`src/sv/mdcf_pkg.sv`:
```
// Shared constants, types and sequencer states for the collision filter.
// No dependencies.
package mdcf_pkg;
  localparam int MaxPoints = 64;
  localparam int IdxW = $clog2(MaxPoints);
  localparam int CntW = $clog2(MaxPoints + 1);
  localparam int CoordW = 16;
  localparam int DistW = 2 * CoordW + 1;
  localparam int AddrW = 3;
  localparam logic [AddrW-1:0] RegRadius = 3'd0;
  localparam logic [AddrW-1:0] RegGap = 3'd4;

  typedef enum logic [10:0] {
    S_LOAD   = 11'b00000000001,
    S_RDI    = 11'b00000000010,
    S_LDI    = 11'b00000000100,
    S_RDJ    = 11'b00000001000,
    S_DX     = 11'b00000010000,
    S_DY     = 11'b00000100000,
    S_CMP    = 11'b00001000000,
    S_SCAN   = 11'b00010000000,
    S_SEL    = 11'b00100000000,
    S_ROW    = 11'b01000000000,
    S_DEC    = 11'b10000000000,
    S_DECEND = 11'b00000000000,
    S_EMIT   = 11'b11000000000,
    S_OUT    = 11'b10100000000
  } state_t;

  typedef struct packed {
    logic             wr;
    logic [IdxW-1:0]  waddr;
    logic [IdxW-1:0]  raddr;
  } ram_ctl_t;
endpackage

```
`src/sv/mdcf_sqacc.sv`:
```
// Shared square-and-accumulate unit: adds |a-b|^2 to a running sum.
// Depends on mdcf_pkg.
module mdcf_sqacc
  import mdcf_pkg::*;
(
  input  logic              clk,
  input  logic              clr,
  input  logic              en,
  input  logic [CoordW-1:0] a,
  input  logic [CoordW-1:0] b,
  output logic [DistW-1:0]  sum
);
  logic [CoordW-1:0]   d;
  logic [2*CoordW-1:0] sq;

  assign d = (a > b) ? a - b : b - a;
  assign sq = d * d;

  always_ff @(posedge clk) begin
    if (clr) begin
      sum <= '0;
    end else if (en) begin
      sum <= sum + {1'b0, sq};
    end
  end
endmodule

```
`config.mk`:
```
export PLATFORM = sky130hd
export DESIGN_NAME = mdcf_sqacc
export DESIGN_NICKNAME = d
export VERILOG_FILES = /design/src/sv/mdcf_pkg.sv /design/src/sv/mdcf_sqacc.sv
export SDC_FILE = /design/constraint.sdc
export NUM_CORES = 1
export LEC_CHECK = 0
export BUFFER_PORTS_ARGS = -buffer_cell sky130_fd_sc_hd__buf_2
export CAP_MARGIN = 30
export CORE_ASPECT_RATIO = 0.7
export CORE_MARGIN = 3
export CORE_UTILIZATION = 60
export CTS_CLUSTER_SIZE = 10
export DETAILED_ROUTE_END_ITERATION = 8
export HOLD_SLACK_MARGIN = 0.12
export PLACE_DENSITY = 0.79
export RECOVER_POWER = 50
export SLEW_MARGIN = 20
export SYNTH_ARGS = -nofsm -noshare
export SYNTH_HDL_FRONTEND = slang
export SYNTH_SLANG_ARGS = --single-unit
```
`constraint.sdc`:
```
create_clock -name clk -period 13.8 [get_ports clk]
set_input_delay 0.69 -clock clk [delete_from_list [all_inputs] [get_ports clk]]
set_output_delay 0.69 -clock clk [all_outputs]
set_load 0.03 [all_outputs]
```
Yosys cells after proc, flatten, opt, wreduce, memory -nomap -nowiden:

Index checks and enable logic that the tools add are counted.
Widths: inputs -> output; s select.

* flip-flop bits (word level): 33
* bits in latches: 0
* RAM bits: 0
* memory bits (read-only): 0
* output and inout port bits: 33
* memories kept: 0

* add/sub/neg operators: 3
* multipliers: 1
* divide/modulo/power cells: 0
* $lt $le $gt $ge: 1
* equality and inequality tests: 0
* shifts and indexed selects: 0
* mux-type cells: 1
* bitwise gates (word level): 0
* reductions and logical operators: 0

Operators by type and width (count)
* $add 33x32->33: 1
* $mul 16x16->32: 1
* $sub 16x16->16: 2
* $gt 16x16->1: 1
* $mux 16: 1

Longest topological paths before layout:

* depth after elaboration: 4
* depth in mapped cells: 37

Worst setup path before layout:

No wires, ideal clock.

* kind: input -> register
* from: in a[0]
* to: reg sum[32]
* library setup time: 0.116 ns
* data arrival time: 8.275 ns
* path slack: 5.410 ns
* stages on the path: 35
* cells stage by stage: inv_1 -> ha_1 -> fa_1 -> nand2b_1 -> a21oi_1 -> o21ai_1 -> a21o_2 -> buf_6 -> and2_1 -> a221oi_1 -> o21ai_2 -> xor2_2 -> inv_2 -> nor2_1 -> fa_1 -> fa_1 -> inv_1 -> fa_1 -> inv_1 -> fa_1 -> fa_1 -> inv_1 -> fa_1 -> inv_1 -> ha_1 -> a21o_1 -> a21o_1 -> a21oi_1 -> a21oi_1 -> a211oi_1 -> o311ai_0 -> xor2_1 -> xnor2_1 -> a21oi_1 -> a31o_1

* word-level cells in the longest chain between the ends: 4
* elaborated cells between the ends (all ways): 6

RTL lines
* from (decl): RTL line mdcf_sqacc.sv:9 `input logic [CoordW-1:0] a,`
* $sub 16x16->16 or $gt 16x16->1 (tied branches): RTL line mdcf_sqacc.sv:16 `assign d = (a > b) ? a - b : b - a;`
* $mux 16 (*): RTL line mdcf_sqacc.sv:16
* $mul 16x16->32 (*): RTL line mdcf_sqacc.sv:17 `assign sq = d * d;`
* $add 33x32->33 (*): RTL line mdcf_sqacc.sv:23 `sum <= sum + {1'b0, sq};`
* to (signal assigned): RTL line mdcf_sqacc.sv:23
* to (decl): RTL line mdcf_sqacc.sv:11 `output logic [DistW-1:0] sum`

Every way passes the cells marked *; elsewhere a longest branch is shown, timed or not.
A chain may end at the register's enable or synchronous reset.

Worst setup path in the final report:

* from: in a[13]
* to: reg sum[32]

The elaborated chain is that of the path after synthesis.

==> key figures <==
Placed design
  • Hpwl dp: 21,420 um
  • Number of buffers added on ports: 67
  • GP Congestion: 0.9027

Floorplan
  • Die width: 167.4 um
  • Die ar.: 0.01991 mm^2
  • Die Span Y: 119.0 um
  • IO Count: 68
  • Initial Utilization: 0.6244
  • Core ar.: 0.01752 mm^2
  • Cell Rows: 40

Route
  • DRC viols: 0
  • Post-route ant nets: 0
  • Initial drt markers: 710
  • Wirelength, routed: 25,320 um
  • Via Count: 8,483
  • Vias per cell: 5.420
  • Avg WL per Cell: 16.18 um
  • DRT Pass-1 Iters: 5

Clocking
  • CTS tree: built
  • # hold bufs at CTS: 0
  • Htree depth: 2
  • Post-CTS resize count: 0
  • Post-CTS setup buffers: 0
  • Root Buffer: clkbuf_16
  • Clock buffer depth: 2
  • Clock slew at reported path FFs: 0.06 ns
  • Clock Latency Late Sink: 0.29 ns
  • CTS buffer count: 5
  • Clk sinks: 33

Finish
  • Final nets: 1,697
  • Top reg by flops: sum
  • Largest regs: sum x33
  • Inserted Diodes: 0
  • Sequential standard cell area: 660.6 um^2
  • Max FFs per register: 33
  • Layout fillers: 1,500
  • Area grow syn2layout: 6.006%
  • Layout cell share with drive strength beyond 1: 0.06222
  • Multi-input gate area: 0.008698 mm^2

Critical path
  • Setup crit end: sum[32]$_SDFFE_PP0P_
  • Cell family with most CP delay: adder cells
  • Crit-path slowest cell: or4_1
  • WP buf/inv: 7
  • CP Max Fanout: 11
  • Critical path startpoint: a[13]
  • Crit path kind: primary input to register
  • Critical Path Start Type: primary input
  • Critical path depth: 34
  • R2R cell count: 19
  • Crit Reg-Reg Startpoint: sum[8]$_SDFFE_PP0P_
  • Setup crit end kind: register
  • Max incr delay on CP: 0.60 ns
  • Crit path top cell by count: fa_1
  • Worst endpoint required time: 13.99 ns
  • Worst R2R End: sum[31]$_SDFFE_PP0P_
  • R2R setup slack: 8.44 ns
  • Arrival @ worst endpoint: 10.19 ns

Synthesis
  • Seq cells post-synth: 33
  • Leading cell types by count after synthesis: inv_1 (366), fa_1 (193), ha_1 (136)
  • Yosys top cell by area: fa_1
  • Ys async rst share: 0
  • Synthesized cell area: 0.01094 mm^2
  • Count leader, synth: inv_1
  • Yosys cell types: 70
  • Synthesized area per cell: 8.486 um^2
  • EDFF count, synth: 0
  • Seq/Total Area, Yosys: 0.06040
  • Syn. warnings: 0
  • Synth top area cells: fa_1 (35%), ha_1 (16%), inv_1 (13%)
  • Syn Nets: 1,653
  • Primary FF master, synth: dfxtp_1
  • Post-synthesis instance total: 1,289
  • Synth top area share: 0.3532

Worst hold path
  • Hold Path Class: register to register
  • Hold path depth: 2

Global route
  • Initial antenna violation count: 0
  • First-pass GRT wire length: 42,240 um
  • Largest net degree at the start of global routing: 45
  • Number of global-route vias before repair: 8,411
  • Overall routing resource usage: 0.2609
  • Gr ovfl total: 0

Timing
  • Clock skew: 0.006716 ns
  • Final min period: 10.00 ns
  • Relative slew slack: 0.3259
  • Final setup violating endpoints: 0
  • Fin crit share: 0.7248
  • Worst Max-Slew Pin Slew: 1.006 ns
  • Final hold vios: 0
  • Max frequency: 99.98 MHz
  • Final setup TNS: 0 ns
  • Unrepaired setup endpoints after global routing: false
  • Slew Limit Fails: 0

Run status
  • Outcome: completed

Job
  • Max-cap viol count: 0
==> metal layers <==
layer  track usage  up-vias  routed length [um]
met2        0.3898      316               11170
met1        0.3962     4117               11580
li1              -     4019                   -
met4       0.03424        0                 254
met3       0.06503       31                2306
met5             0        -                   0
==> worst register-to-register path, stage by stage, from the launching register on <==
cell	delay, ns
dfxtp_1	0.35
inv_1	0.07
fa_1	0.54
inv_1	0.06
fa_1	0.51
inv_1	0.06
fa_1	0.45
fa_1	0.53
inv_1	0.04
ha_1	0.36
o21a_1	0.15
o21a_1	0.12
o2111ai_1	0.10
a21o_1	0.16
a21oi_1	0.52
o211ai_1	0.22
a31oi_1	0.41
a31oi_1	0.18
nor4b_1	0.31
a211o_1	0.14
==> metrics by stage <==
stage / hold slack, ns / std cells / util / setup slack [ns] / cell area (um^2)
final: 0.4977 / 1565 / 0.6619 / 3.798 / 11590
after floorplan: 0.6035 / 1289 / - / 5.410 / 10940
after detailed placement: 0.4858 / 1557 / 0.6542 / 3.742 / 11460
after CTS: 0.4941 / 1565 / 0.6643 / 4.005 / 11640
after global routing: 0.5377 / 1565 / 0.6619 / 3.353 / 11590
after global placement: 0.4689 / 1555 / 0.6526 / 3.273 / 11430
==> layout make-up <==
| type | instances | share of cell area |
|---|---|---|
| clock inverters | 2 | 0.003237 |
| inverters | 378 | 0.1224 |
| flip-flops and latches | 33 | 0.05698 |
| multi-input cells | 842 | 0.7502 |
| repair buffers | 73 | 0.03032 |
| clock buffers | 6 | 0.01198 |
| well taps | 231 | 0.02493 |
==> worst min-delay path by stage <==
stage	start	endpoint	slack (ns)
floorplan	sum[7]$_SDFFE_PP0P_	sum[7]$_SDFFE_PP0P_	0.60
global placement	sum[7]$_SDFFE_PP0P_	sum[7]$_SDFFE_PP0P_	0.47
detailed placement	sum[4]$_SDFFE_PP0P_	sum[4]$_SDFFE_PP0P_	0.49
CTS	sum[4]$_SDFFE_PP0P_	sum[4]$_SDFFE_PP0P_	0.49
global route	sum[27]$_SDFFE_PP0P_	sum[27]$_SDFFE_PP0P_	0.54
finish	sum[4]$_SDFFE_PP0P_	sum[4]$_SDFFE_PP0P_	0.50
==> kinds of logic (layout without fill, tap and decap cells) <==
| kind of cell | Yosys count | after routing | synth area share |
|---|---|---|---|
| AOI/OAI and AO/OA | 183 | 183 | 0.1137 |
| xor gates and xnor gates | 46 | 46 | 0.04164 |
| adders and majority gates | 329 | 329 | 0.5088 |
| buffers and inverters | 414 | 459 | 0.1457 |
| DFF | 33 | 33 | 0.06040 |
| muxes | 26 | 26 | 0.02379 |
| and+or+nand+nor | 258 | 258 | 0.1059 |
==> cell usage in the layout, fill, tap and decap left out, types with 26 or more instances in the layout <==
cell      synthesis  final
a21o_1           31     31
a21oi_1          50     50
buf_2            11     34
clkbuf_1         17     33
dfxtp_1          33     33
fa_1            193    193
ha_1            136    136
inv_1           366    366
mux2i_1          26     26
nand2_1         100    100
nor2_1           90     90
Power is not shown: default switching activity piles up to over one toggle a cycle in this logic, so the estimate is an artifact.
