## src/sv/mdcf_ram.sv

```systemverilog
// Generic single write, single registered read RAM.
// No dependencies.
module mdcf_ram #(
  parameter int Width = 16,
  parameter int Depth = 64
) (
  input  logic                     clk,
  input  logic                     we,
  input  logic [$clog2(Depth)-1:0] waddr,
  input  logic [Width-1:0]         wdata,
  input  logic [$clog2(Depth)-1:0] raddr,
  output logic [Width-1:0]         rdata
);
  logic [Width-1:0] mem [Depth];

  always_ff @(posedge clk) begin
    if (we) begin
      mem[waddr] <= wdata;
    end
    rdata <= mem[raddr];
  end
endmodule

```

## config.mk

```make
export PLATFORM = sky130hd
export DESIGN_NAME = mdcf_ram
export DESIGN_NICKNAME = d
export VERILOG_FILES = /design/src/sv/mdcf_ram.sv
export SDC_FILE = /design/constraint.sdc
export NUM_CORES = 1
export LEC_CHECK = 0
export CORE_MARGIN = 2
export CORE_UTILIZATION = 50
export CTS_BUF_LIST = sky130_fd_sc_hd__clkbuf_16
export DETAILED_ROUTE_END_ITERATION = 12
export DONT_BUFFER_PORTS = 1
export GPL_TIMING_DRIVEN = 0
export PLACE_DENSITY = 0.67
export REMOVE_ABC_BUFFERS = 1
export SLEW_MARGIN = 20
export SYNTH_ARGS = -nofsm -noshare
export SYNTH_HDL_FRONTEND = slang
export SYNTH_SLANG_ARGS = --single-unit
```

## constraint.sdc

```tcl
create_clock -name clk -period 2.75 [get_ports clk]
set_clock_uncertainty 0.1 [all_clocks]
set_input_delay 0.4125 -clock clk [delete_from_list [all_inputs] [get_ports clk]]
set_output_delay 0.4125 -clock clk [all_outputs]
set_load 0.01 [all_outputs]
```

# After elaboration in Yosys (flattened, before gate mapping)
# Memories as Yosys holds them, arrays and structs flattened. A register that Yosys moved wholly into a read port is not among the register bits.
# Cells that the tools add are included.
# word_totals
out_inout_bits	16
ram_bits	1024
memories	1
register_bits	0
# mem_list
memory	words	word_bits	read_ports	rd_clocked_by_memory_dff	wr	line	text
mem	64	16	1	1	1	14	logic [Width-1:0] mem [Depth];
# classes
mux	2
# op_table
operator	count
$mux W1	2

# Longest topological paths before layout
# Gate-level depths: netlist (run 1).
# depth
word_depth	2
depth_mapped	10
depth_no_buf	5

# Least setup slack after synthesis (run 1)
# No wires, ideal clock.
# synth_timing
path_type	input port to flip-flop
from	in waddr[3]
to	mem mem[48][0], enable pin
path_buffers	1
arrival_time_ps	2038
setup_time_ps	409
setup_slack_ps	203
path_stages	4
cell_sequence	clkbuf_1 nor2b_1 nand4b_1 nor3_1
# synth_rtl
item	line	text
start: declaration	9	input logic [$clog2(Depth)-1:0] waddr,
end: declaration	14	
# Straight into the memory's write port.

==> results, run 1 <==
- The share of total power in sequential cells is 53.7%.
- The number of port buffers is 0.
- The switching portion of total power is 19.9%.
- The start point of the worst hold path is wdata[6].
- Each instance of the synthesized netlist takes up on average 21.9 sq um.
- The cell row count is 103.
- The number of standard cells after synthesis is 1829.
- The DRC violation count after routing is 0.
- The mapped netlist covers 0.0400 sq mm.
- In the post-synthesis netlist, the biggest area contributors are sky130_fd_sc_hd__edfxtp_1 (77%), sky130_fd_sc_hd__mux4_2 (12%), sky130_fd_sc_hd__mux2i_1 (2.1%), sky130_fd_sc_hd__dfxtp_1 (0.80%), sky130_fd_sc_hd__mux2_2 (0.76%).
- The data arrival time of the critical path is 3170 ps.
- The time the worst path needs with I/O delays and setup is 2840 ps.
- The starting density of the core is 50.6%.
- The first routing iteration left 2269 violations.
- The checks that failed: setup timing.
- Sequential elements use 77.6% of the synthesized area.
- In the final layout, the share of cells above drive strength 1 is 27.5%.
- The data required time at the worst endpoint is 3080 ps.
- The area added between synthesis and finish is 13.5%.
- The worst-path maximum fanout is 260.
- The wire-length estimate of the detail-placed layout is 51400 um.
- The power share of the clock group is 42.4%.
- The clock tree synthesis step divided the H-tree into 3 levels.
- The type of the setup path with the least slack is in -> reg.
- For the pin with the worst max-slew slack, the measured transition is 1200 ps.
- The core region is 0.0791 sq mm.
- The top-level port count is 46.
- Dividing total power by cell area gives a power density of 721 mW/mm^2.
- The worst register-to-register path begins at mem[5][0].
- The maximum number of pins on one net before global-route repair is 261.
- The first detailed-routing pass ran for 5 iterations.
- Across all layers, the routed design uses 18800 vias.
- Headroom to the max-slew limit came out at 20.2%.
- The clock sink count is 1040.
- Summed over all layers, the global routing overflow is 0.
- Setup violations remaining at the end of the flow were counted as 2.
- The weighted congestion reported at the end of routability-driven placement is 0.799.
- The cell type contributing the most total cell area after synthesis is sky130_fd_sc_hd__edfxtp_1.
- The number of hold-slack violations in the final timing report is 0.
- The final-report max-slew violation count is 0.
- The clock root buffer is sky130_fd_sc_hd__clkbuf_16.
- In this run the static leakage power is 14.3 nW.
- The number of antenna violations at the first check in global routing is 9.
- Setup repair after global routing left no endpoint under its margin.
- The later pin in the worst-skew pair is clocked with a latency of 650 ps.
- The total track usage is 22.2%.
- During synthesis, Yosys emitted a total of 0 warnings.
- Synthesis inferred 1040 register bits.
- In this run the deepest clock path goes through 3 buffers.
- The maximum achievable frequency is 352 MHz.
- The worst min-delay path category is in -> reg.
- The analysis attributes to net switching a power of 6.52 mW.
- The final hold slack is 23.6 ps.
- The routed wirelength normalized by instance count is 29.5 um.
- The utilization after layout is 57.4%.
- The worst ir drop on vdd is 0.583 mV.
- The overall die area is 0.0824 sq mm.
- The run finished, with violations left.
- The nature of the critical path endpoint is a register.
- The netlist uses 43 different library cells.
- The pre-CTS setup slack is 66.0 ps.
- The first global-routing pass estimated 131000 um of wire.
- The final critical-path setup slack is -87.6 ps.
- Tracing the worst setup path back leads to its startpoint at raddr[0].
- The total of fill cells in the finished design is 5673.
- The width of the die is 287 um.
- Clock-pin slew was measured on the worst setup and hold paths at 60 ps.
- The repair_antennas step left the layout with diodes totalling 0.
- Counting the buffers created by CTS gives 99.
- The via count of the first global-routing pass came to 19100.
- The library cells used most frequently in the layout, excluding fill and tap cells, are sky130_fd_sc_hd__edfxtp_1 (1024), sky130_fd_sc_hd__mux4_2 (220), sky130_fd_sc_hd__clkbuf_16 (103).
- The sort of element at the start of the critical path is an input pin.
- The final-stage net count is 1941.
- Wires add up to 89600 um.
- The top cell type by area accounts for 76.8% of the synthesized area.
- Dividing the detail-routed via count by the number of cells gives 6.17.
- The relative contribution of combinational cells to total power is 4.0%.
- The post-route clock period utilization is 103%.
- The floorplan die height is 287 um.
- The internal power of the cells totals 26.3 mW.
- Leaving out fill and tap cells, the most frequent cell in the layout is sky130_fd_sc_hd__edfxtp_1.
- The detail route stage leaves a number of antenna-violating nets equal to 0.
- The setup fix buffers added after clock tree synthesis is 0.
- The CTS tree is yes.
- Across the run, the number of max-cap violations was 0.
path summary, 6_finish.rpt:
kind / end / slack (ps) / depth (start not counted)
worst max-delay path: rdata[0] / -90 / 5
worst min-delay path: mem[12][6] / 20 / 1
worst max register to register: rdata[0] / 210 / 5
worst min register to register: rdata[12] / 860 / 5
stage by stage:
step	cells	power [mW]	TNS, ps	cell area, sq um
3_5_place_dp	2841	18.9	0	41700
4_1_cts	3041	32.9	0	45400
5_1_grt	3041	33.6	0	45400
2_1_floorplan	1725	18.6	0	39300
3_3_place_gp	2775	18.8	-220570	40600
6_report	3041	32.8	-121	45400
power groups by stage:
stage          Combinational (mW)  Sequential, mW  Clock, mW
6_report                     1.30            17.6       13.9
5_1_grt                      1.36            17.6       14.6
4_1_cts                      1.29            17.6       14.0
3_5_place_dp                0.946            17.9          0
3_3_place_gp                0.903            17.9          0
2_1_floorplan               0.651            17.9          0
repair_timing:
item                                    CTS  global route
gates resized for setup                   0             0
endpoints found under the hold margin  1033             0
hold buffers                             19             0
cell type report:
| type | instances | area [sq um] | share of cell area (%) |
|---|---|---|---|
| multi-input cells | 685 | 8430 | 18.5 |
| flip-flops and latches | 1040 | 31100 | 68.4 |
| well taps | 1050 | 1310 | 2.89 |
| clock buffers | 103 | 2580 | 5.67 |
| clock inverters | 78 | 731 | 1.61 |
| repair buffers | 85 | 1330 | 2.92 |
cells by family after synthesis:
group,share of synthesized area [%]
multiplexers,15.5
flip-flops,77.6
AO/OA/AOI/OAI,2.41
buffers and inverters,1.83
AND/OR/NAND/NOR,2.65
state kept, by name (all words and copies together) (netlist names):
name and count:
mem 1024, rdata 16
cells in the mapped netlist (all sizes together):
| cell | n |
|---|---|
| and4 | 5 |
| nand2b | 3 |
| mux2 | 27 |
| nand4b | 1 |
| nand4 | 12 |
| nor2 | 74 |
| and2 | 2 |
| nor3 | 2 |
| nand3b | 2 |
| a22o | 6 |
| clkbuf | 27 |
| a221oi | 16 |
| nor4 | 3 |
| o21ai | 8 |
| a31oi | 8 |
| nor2b | 30 |
| a211oi | 8 |
| buf | 77 |
| a21oi | 17 |
| nand3 | 24 |
| or3b | 1 |
| dfxtp | 16 |
| a311oi | 8 |
| or3 | 1 |
| nand2 | 60 |
| mux2i | 85 |
| a211o | 8 |
| a221o | 6 |
| edfxtp | 1024 |
| a41oi | 5 |
| mux4 | 224 |
| a22oi | 39 |
routing by layer:
layer	routed length, um	vias to the layer above	track usage [%]
met5	53	-	0
met4	2880	8	7.23
met3	7850	165	5.12
met2	43300	814	34.8
met1	35500	9931	31.1
li1	-	7857	-
critical path: stages:
cell,delay (ps)
sky130_fd_sc_hd__mux4_2,890
sky130_fd_sc_hd__mux2i_1,370
sky130_fd_sc_hd__nand3_1,150
sky130_fd_sc_hd__a31oi_1,590
sky130_fd_sc_hd__a311oi_1,210
Note: power is estimated with default switching activity, not from simulation.
==> run 2, diff against run 1 <==
--- a/config.mk
+++ b/config.mk
@@ -7,12 +7,11 @@
 export LEC_CHECK = 0
 export CORE_MARGIN = 2
 export CORE_UTILIZATION = 50
-export CTS_BUF_LIST = sky130_fd_sc_hd__clkbuf_16
+export CTS_BUF_LIST = sky130_fd_sc_hd__clkbuf_2 sky130_fd_sc_hd__clkbuf_4 sky130_fd_sc_hd__clkbuf_8
 export DETAILED_ROUTE_END_ITERATION = 12
 export DONT_BUFFER_PORTS = 1
 export GPL_TIMING_DRIVEN = 0
 export PLACE_DENSITY = 0.67
-export REMOVE_ABC_BUFFERS = 1
 export SLEW_MARGIN = 20
 export SYNTH_ARGS = -nofsm -noshare
 export SYNTH_HDL_FRONTEND = slang
==> constraint.sdc (replaced) <==
create_clock -name clk -period 3.4 [get_ports clk]
set_clock_uncertainty 0.1 [all_clocks]
set_input_delay 0.51 -clock clk [delete_from_list [all_inputs] [get_ports clk]]
set_output_delay 0.51 -clock clk [all_outputs]
set_load 0.01 [all_outputs]
==> results, run 2 (same netlist as run 1, synthesis figures left out) <==
- The worst register-to-register path begins at mem[23][0].
- The leakage power of the design is 14.7 nW (+2.9%).
- The starting density of the core is 50.6% (unchanged).
- The via count of the first global-routing pass is 20400 (+6.9%).
- The number of flip-flops in the largest register came to 1024 (unchanged).
- The total iterations of the first detailed-routing run is 5 (unchanged).
- The global-route track usage on met2 is 39.2% (+4.4 points).
- The area growth from synthesis to layout is 15.1%.
- The floorplan die height is 287 um (unchanged).
- The fraction of final layout cells sized beyond drive strength 1 is 32.4% (+4.9 points).
- The clock root buffer is sky130_fd_sc_hd__clkbuf_8.
- The cell row count is 103 (unchanged).
- The width of the die is 287 um (unchanged).
- The total vias in the final route came to 20100 (+7.0%).
- The worst-case headroom to the max-slew limit was 27.2% (+7.0 points).
- The weighted congestion reported at the end of routability-driven placement is 0.899 (+12%).
- The area used by multi-input combinational logic came to 0.00840 sq mm (-0.30%).
- The design area came to 0.0461 sq mm (+1.4%).
- The final-stage net count came to 2119 (+9.2%).
- The most congested layer reported by global routing is met2.
- The worst ir drop on vdd is 0.349 mV (-40%).
- The total placed instance area came to 0.0424 sq mm (+1.7%).
- The routed wirelength normalized by instance count is 30.7 um (+4.3%).
- The total track usage is 25.1% (+2.9 points).
- The core area came to 0.0791 sq mm (unchanged).
- The number of port buffers came to 0 (unchanged).
- The final critical-path setup slack is 715 ps (+803 ps).
- The flip-flop and latch area is 0.0311 sq mm (unchanged).
- The instance count after placement with tap cells included is 2944 (+3.6%).
- The library cell used most frequently in the layout, excluding fill and tap cells, is sky130_fd_sc_hd__edfxtp_1.
- The worst setup path is launched from an input pin.
- The routing usage on met3 is 5.67% (+0.55 points).
- Leaving out fill and tap cells, the most frequent cells in the layout are sky130_fd_sc_hd__edfxtp_1 (1024), sky130_fd_sc_hd__mux4_2 (220), sky130_fd_sc_hd__clkbuf_8 (164).
- The run finished with clean final reports.
- The power density over the cells is 560 mW/mm^2 (-22%).
- The setup slack of the most critical reg-to-reg path came to 970 ps (+760 ps).
- The hold buffer count at cts is 32 (+13).
- The transition at the pin with the smallest max-transition slack was 1090 ps (-108 ps).
- The number of antenna violations at the first check in global routing is 6 (-3).
- The number of nets with antenna violations after detailed routing is 0 (unchanged).
- The vias per cell is 6.14 (-0.58%).
- The number of hold-slack violations in the final timing report is 0 (unchanged).
- The total of fill cells in the finished design is 5656 (-0.30%).
- The worst path needs 2690 ps of the cycle, external delays included.
- The maximum clock path buffer count is 3 (unchanged).
- Setup repair after global routing left no endpoint under its margin.
- The largest registers in the layout are mem (1024), rdata (16).
- The detailed-placement wirelength estimate is 65500 um (+27%).
- The critical path is of the in -> reg type.
- The overall die area is 0.0824 sq mm (unchanged).
- The path depth of the worst reg2reg path is 5 (unchanged).
- The number of standard cells in the final layout excluding fillers came to 3274 (+7.7%).
- The maximum number of pins on one net before global-route repair is 65 (-75%).
- The CTS tree is yes.
- Walking the worst path, the cells encountered are buf_2 -> buf_2 -> buf_2 -> buf_2 -> mux2i_1 -> nand3_1 -> a31oi_1 -> a311oi_1.
- The worst setup path is captured at a register.
- The data arrival time of the critical path was 3260 ps (+90 ps).
- The top-level port count is 46 (unchanged).
- The final number of setup-violating endpoints is 0 (-2).
- The endpoint of the lowest-slack register-to-register path is rdata[0].
- The cell with the most instances on the worst path is sky130_fd_sc_hd__buf_2.
- The DRC violation count after routing is 0 (unchanged).
- The register bank with the most flops is mem.
- The synthesized net count is 1859.
- The post-cts sizing count was 0 (unchanged).
- The wire length of the first global-routing pass is 144000 um (+10%).
- The clock transition time at the flip-flop clock pins of the worst setup and hold paths came to 70 ps (about the same).
- The total overflow reported by the global router was 0 (unchanged).
- The violation count after the first detailed-route iteration came to 2458 (+8.3%).
- The worst setup path endpoint is rdata[1].
- The worst min-delay path category is in -> reg.
- The sum of internal, switching and leakage power is 25.8 mW (-21%).
- The biggest cell delay along the critical path was 550 ps (-340 ps).
- The data required time at the worst endpoint was 3970 ps (+890 ps).
- The pre-CTS setup slack came to 7.87 ps (-58.2 ps).
- The post-route clock period utilization is 79.0%.
- The clock sink count is 1040 (unchanged).
- The routing usage on met1 came to 34.4% (+3.3 points).
- The utilization after layout came to 58.2% (+0.80 points).
- The final-report max-slew violation count came to 0 (unchanged).
- The worst-path maximum fanout is 10 (-96%).
- Tracing the worst setup path back leads to its startpoint at raddr[2].
- The total routed wirelength is 101000 um (+12%).
- The cell with the largest stage delay on the worst path is sky130_fd_sc_hd__a31oi_1.
- The number of buffers created by CTS came to 161 (+63%).
- The setup fix buffers added after clock tree synthesis is 0 (unchanged).
- The maximum level of the CTS H-tree is 4 (+1).
- The insertion delay of the later-clocked pin in the worst-skew pair came to 840 ps (+190 ps).
- The maximum achievable frequency is 372 MHz.
- The number of max-capacitance violations reported came to 0 (unchanged).
run 2: cell count changes in the layout (fill, tap and decap cells not counted), moves of 13 or more:
cell / change
sky130_fd_sc_hd__inv_1: -17
sky130_fd_sc_hd__buf_2: +36
sky130_fd_sc_hd__clkbuf_8: +164
sky130_fd_sc_hd__clkbuf_16: -103
sky130_fd_sc_hd__buf_6: +24
sky130_fd_sc_hd__clkinv_1: +30
sky130_fd_sc_hd__clkbuf_4: +48
sky130_fd_sc_hd__clkbuf_1: +24
sky130_fd_sc_hd__dlygate4sd3_1: +13
run 2: critical path, delay by kind of cell:
kind            cells  cell delay (ps)
mux                 1              360
compound gates      2              700
simple gates        1              150
buf+inv             4             1480
run 2: where the power goes:
group | total (mW) | switching [mW] | internal [mW]
logic | 1.46 | 0.931 | 0.532
clock network | 10.1 | 4.85 | 5.28
registers | 14.2 | 0.0426 | 14.2
run 2: final cells by class:
class	count	area share (%)
Antenna cell	2	0.0109
Buffer	104	1.59
Clock buffer	211	5.66
Clock inverter	85	1.11
Multi-Input combinational cell	685	18.2
Sequential cell	1040	67.4
Tap cell	1050	2.85
Timing Repair Buffer	97	3.12
run 2: stage by stage:
| step | TNS, ps | hold slack (ps) |
|---|---|---|
| after detailed placement | 0 | 513 |
| after CTS | 0 | 29.8 |
| after global placement | -55940 | 514 |
| after floorplan | 0 | 509 |
| final | 0 | 96.3 |
| after global routing | 0 | 103 |
run 2: worst min path at each step:
stage	start	end	slack [ps]	depth (start not counted)
after global routing	waddr[0]	mem[53][10]	100	2
after floorplan	wdata[0]	mem[0][0]	510	0
after detailed placement	wdata[15]	mem[35][15]	510	0
after CTS	waddr[0]	mem[53][8]	30	2
after global placement	wdata[14]	mem[22][14]	510	0
final	waddr[0]	mem[53][8]	100	2
run 2: layer usage:
layer  wire (um)  vias to the layer above  share of wire, %
met1       39800                    10600                40
met5          33                        -             0.033
li1            -                     8257                 -
met3        8970                      188               8.9
met2       48200                     1030                48
met4        3710                        6               3.7
==> run 3, diff against run 2 <==
--- a/config.mk
+++ b/config.mk
@@ -11,7 +11,7 @@
 export DETAILED_ROUTE_END_ITERATION = 12
 export DONT_BUFFER_PORTS = 1
 export GPL_TIMING_DRIVEN = 0
-export PLACE_DENSITY = 0.67
+export PLACE_DENSITY = 0.7
 export SLEW_MARGIN = 20
 export SYNTH_ARGS = -nofsm -noshare
 export SYNTH_HDL_FRONTEND = slang
==> constraint.sdc (replaced) <==
create_clock -name clk -period 2.4 [get_ports clk]
set_clock_uncertainty 0.1 [all_clocks]
set_input_delay 0.36 -clock clk [delete_from_list [all_inputs] [get_ports clk]]
set_output_delay 0.36 -clock clk [all_outputs]
set_load 0.01 [all_outputs]
==> results, run 3 (same netlist as run 1, synthesis figures left out) <==
- The area added between synthesis and finish is 15.1% (about the same).
- The pre-CTS setup slack was -916 ps (-924 ps).
- The synthesized net count is 1859 (unchanged).
- The routed design could run at a clock period as short as 2410 ps.
- The final-report max-slew violation count is 0 (unchanged).
- The floorplan die height is 287 um (unchanged).
- The number of nets with antenna violations after detailed routing came to 0 (unchanged).
- The final reports fail on setup timing.
- The total track usage is 24.7% (-0.37 points).
- The clock sink count was 1040 (unchanged).
- The total iterations of the first detailed-routing run came to 7 (+2).
- The worst min-delay path category is in -> reg.
- The critical path is of the in -> reg type.
- The total of fill cells in the finished design came to 5642 (-0.25%).
- The fraction of final layout cells sized beyond drive strength 1 is 33.1% (+0.75 points).
- The worst setup path is launched from an input pin.
- The width of the die was 287 um (unchanged).
- The path depth of the worst reg2reg path was 5 (unchanged).
- The sum of internal, switching and leakage power is 36.5 mW (+41%).
- The cell with the largest stage delay on the worst path is sky130_fd_sc_hd__nor2_2.
- The design area came to 0.0461 sq mm (about the same).
- The largest registers in the layout are mem (1024), rdata (16).
- The worst-path maximum fanout is 10 (unchanged).
- The detailed-placement wirelength estimate is 64500 um (-1.6%).
- The cell row count is 103 (unchanged).
- The DRC violation count after routing was 0 (unchanged).
- The area used by multi-input combinational logic is 0.00848 sq mm (+0.89%).
- Static timing analysis puts the maximum clock frequency at 415 MHz.
- The maximum level of the CTS H-tree is 4 (unchanged).
- The insertion delay of the later-clocked pin in the worst-skew pair came to 810 ps (-30 ps).
- The via count of the first global-routing pass is 20700 (+1.5%).
- The routed wirelength normalized by instance count is 30.7 um (-0.29%).
- The wire length of the first global-routing pass is 143000 um (-0.77%).
- The leakage power of the design came to 14.7 nW (-0.14%).
- The number of buffers created by CTS was 156 (-3.1%).
- The power density over the cells is 791 mW/mm^2 (+41%).
- The run finished, with violations left.
- The maximum clock path buffer count is 3 (unchanged).
- The nature of the critical path endpoint is a register.
- The violation count after the first detailed-route iteration was 2818 (+15%).
- The sum of negative setup slack was -31.4 ps (-31.4 ps).
- The clock transition time at the flip-flop clock pins of the worst setup and hold paths is 60 ps (about the same).
- The instance count after placement with tap cells included is 2942 (-0.068%).
- The final critical-path setup slack came to -9.22 ps (-724 ps).
- The number of port buffers came to 0 (unchanged).
- Setup repair after global routing left no endpoint under its margin.
- The number of standard cells in the final layout excluding fillers is 3257 (-0.52%).
- The utilization after layout was 58.2% (about the same).
- The number of hold-slack violations in the final timing report was 0 (unchanged).
- The worst ir drop on vdd was 0.604 mV (+73%).
- The number of antenna violations at the first check in global routing came to 4 (-2).
- The top cell types in the final layout, fill and taps aside, are sky130_fd_sc_hd__edfxtp_1 (1024), sky130_fd_sc_hd__mux4_2 (220), sky130_fd_sc_hd__clkbuf_8 (167).
- The biggest cell delay along the critical path was 870 ps (+320 ps).
- The total placed instance area is 0.0423 sq mm (about the same).
- The worst hold path cell count came to 5 (+3).
- The total routed wirelength is 99800 um (-0.81%).
- The top-level port count came to 46 (unchanged).
- The post-route clock period utilization is 100%.
- The final hold slack is 91.8 ps (-4.52 ps).
- The number of max-capacitance violations reported is 0 (unchanged).
- The total overflow reported by the global router was 0 (unchanged).
- Ranked by flip-flop count, first place goes to mem.
- The overall die area is 0.0824 sq mm (unchanged).
- The transition at the pin with the smallest max-transition slack is 988 ps (-101 ps).
- The cell sitting at the root of the clock tree is a sky130_fd_sc_hd__clkbuf_8.
- TritonCTS built the clock tree.
- The final number of setup-violating endpoints is 5 (+5).
- The number of flip-flops in the largest register came to 1024 (unchanged).
- The vias per cell came to 6.20 (+1.1%).
- The data required time at the worst endpoint is 2810 ps (-1160 ps).
- The total vias in the final route is 20200 (+0.55%).
- The weighted congestion reported at the end of routability-driven placement is 0.889 (-1.1%).
- The final-stage net count is 2115 (-0.19%).
- The most common library cell in the layout ignoring fill and taps is sky130_fd_sc_hd__edfxtp_1.
- The data arrival time of the critical path came to 2820 ps (-440 ps).
- The flip-flop and latch area is 0.0311 sq mm (unchanged).
- The core area came to 0.0791 sq mm (unchanged).
- The starting density of the core is 50.6% (unchanged).
- The signal on the critical path passes through clkbuf_1 -> nor2b_1 -> nand3_1 -> nor2_2 -> buf_6.
- The worst-case headroom to the max-slew limit is 34.0% (+6.8 points).
- The maximum number of pins on one net before global-route repair was 65 (unchanged).
## run 3: changes by cell type in the layout (fill, tap and decap cells not counted), sizes merged
| cell | previous run | this run |
|---|---|---|
| bufinv | 3 | 4 |
| inv | 9 | 2 |
| clkinv | 69 | 52 |
| clkbuf | 238 | 243 |
| dlygate4sd3 | 16 | 17 |
## run 3: critical path: cells and delay by family
family,cells,cell delay [ps]
AND/OR/NAND/NOR,3,1810
buffers and inverters,2,630
## run 3: what timing repair did
item,CTS,global route
endpoints found under the setup margin,5,40
hold buffers,33,0
hold endpoints to repair,1036,0
gates resized for setup,5,5
setup buffers,0,2
pin swaps,0,1
## run 3: report_power, final
group	internal (mW)	leakage, nW	switching [mW]
clock network	7.60	1.62	6.63
logic	0.761	3.70	1.31
registers	20.1	9.35	0.0601
total	28.5	14.7	8.00
## run 3: path summary, 6_finish.rpt
path                endpoint         from  slack (ps)
setup reg to reg   rdata[15]  mem[23][15]          40
hold reg to reg     rdata[0]   mem[40][0]         840
setup / recovery  mem[45][9]     waddr[2]          -9
hold / removal      rdata[6]     raddr[4]          90
## run 3: metal layers
layer	share of wire (%)	track usage, %
met1	39	34.0
met2	48	38.8
met3	9.8	6.27
met4	3.2	8.70
met5	0.025	0
## run 3: layout make-up
| cell class | instances | share of cell area [%] |
|---|---|---|
| diodes | 2 | 0.0109 |
| plain buffers | 104 | 1.59 |
| clock buffers | 216 | 5.79 |
| clock inverters | 62 | 0.836 |
| multi-input cells | 685 | 18.4 |
| flip-flops and latches | 1040 | 67.4 |
| well taps | 1050 | 2.85 |
| repair buffers | 98 | 3.08 |
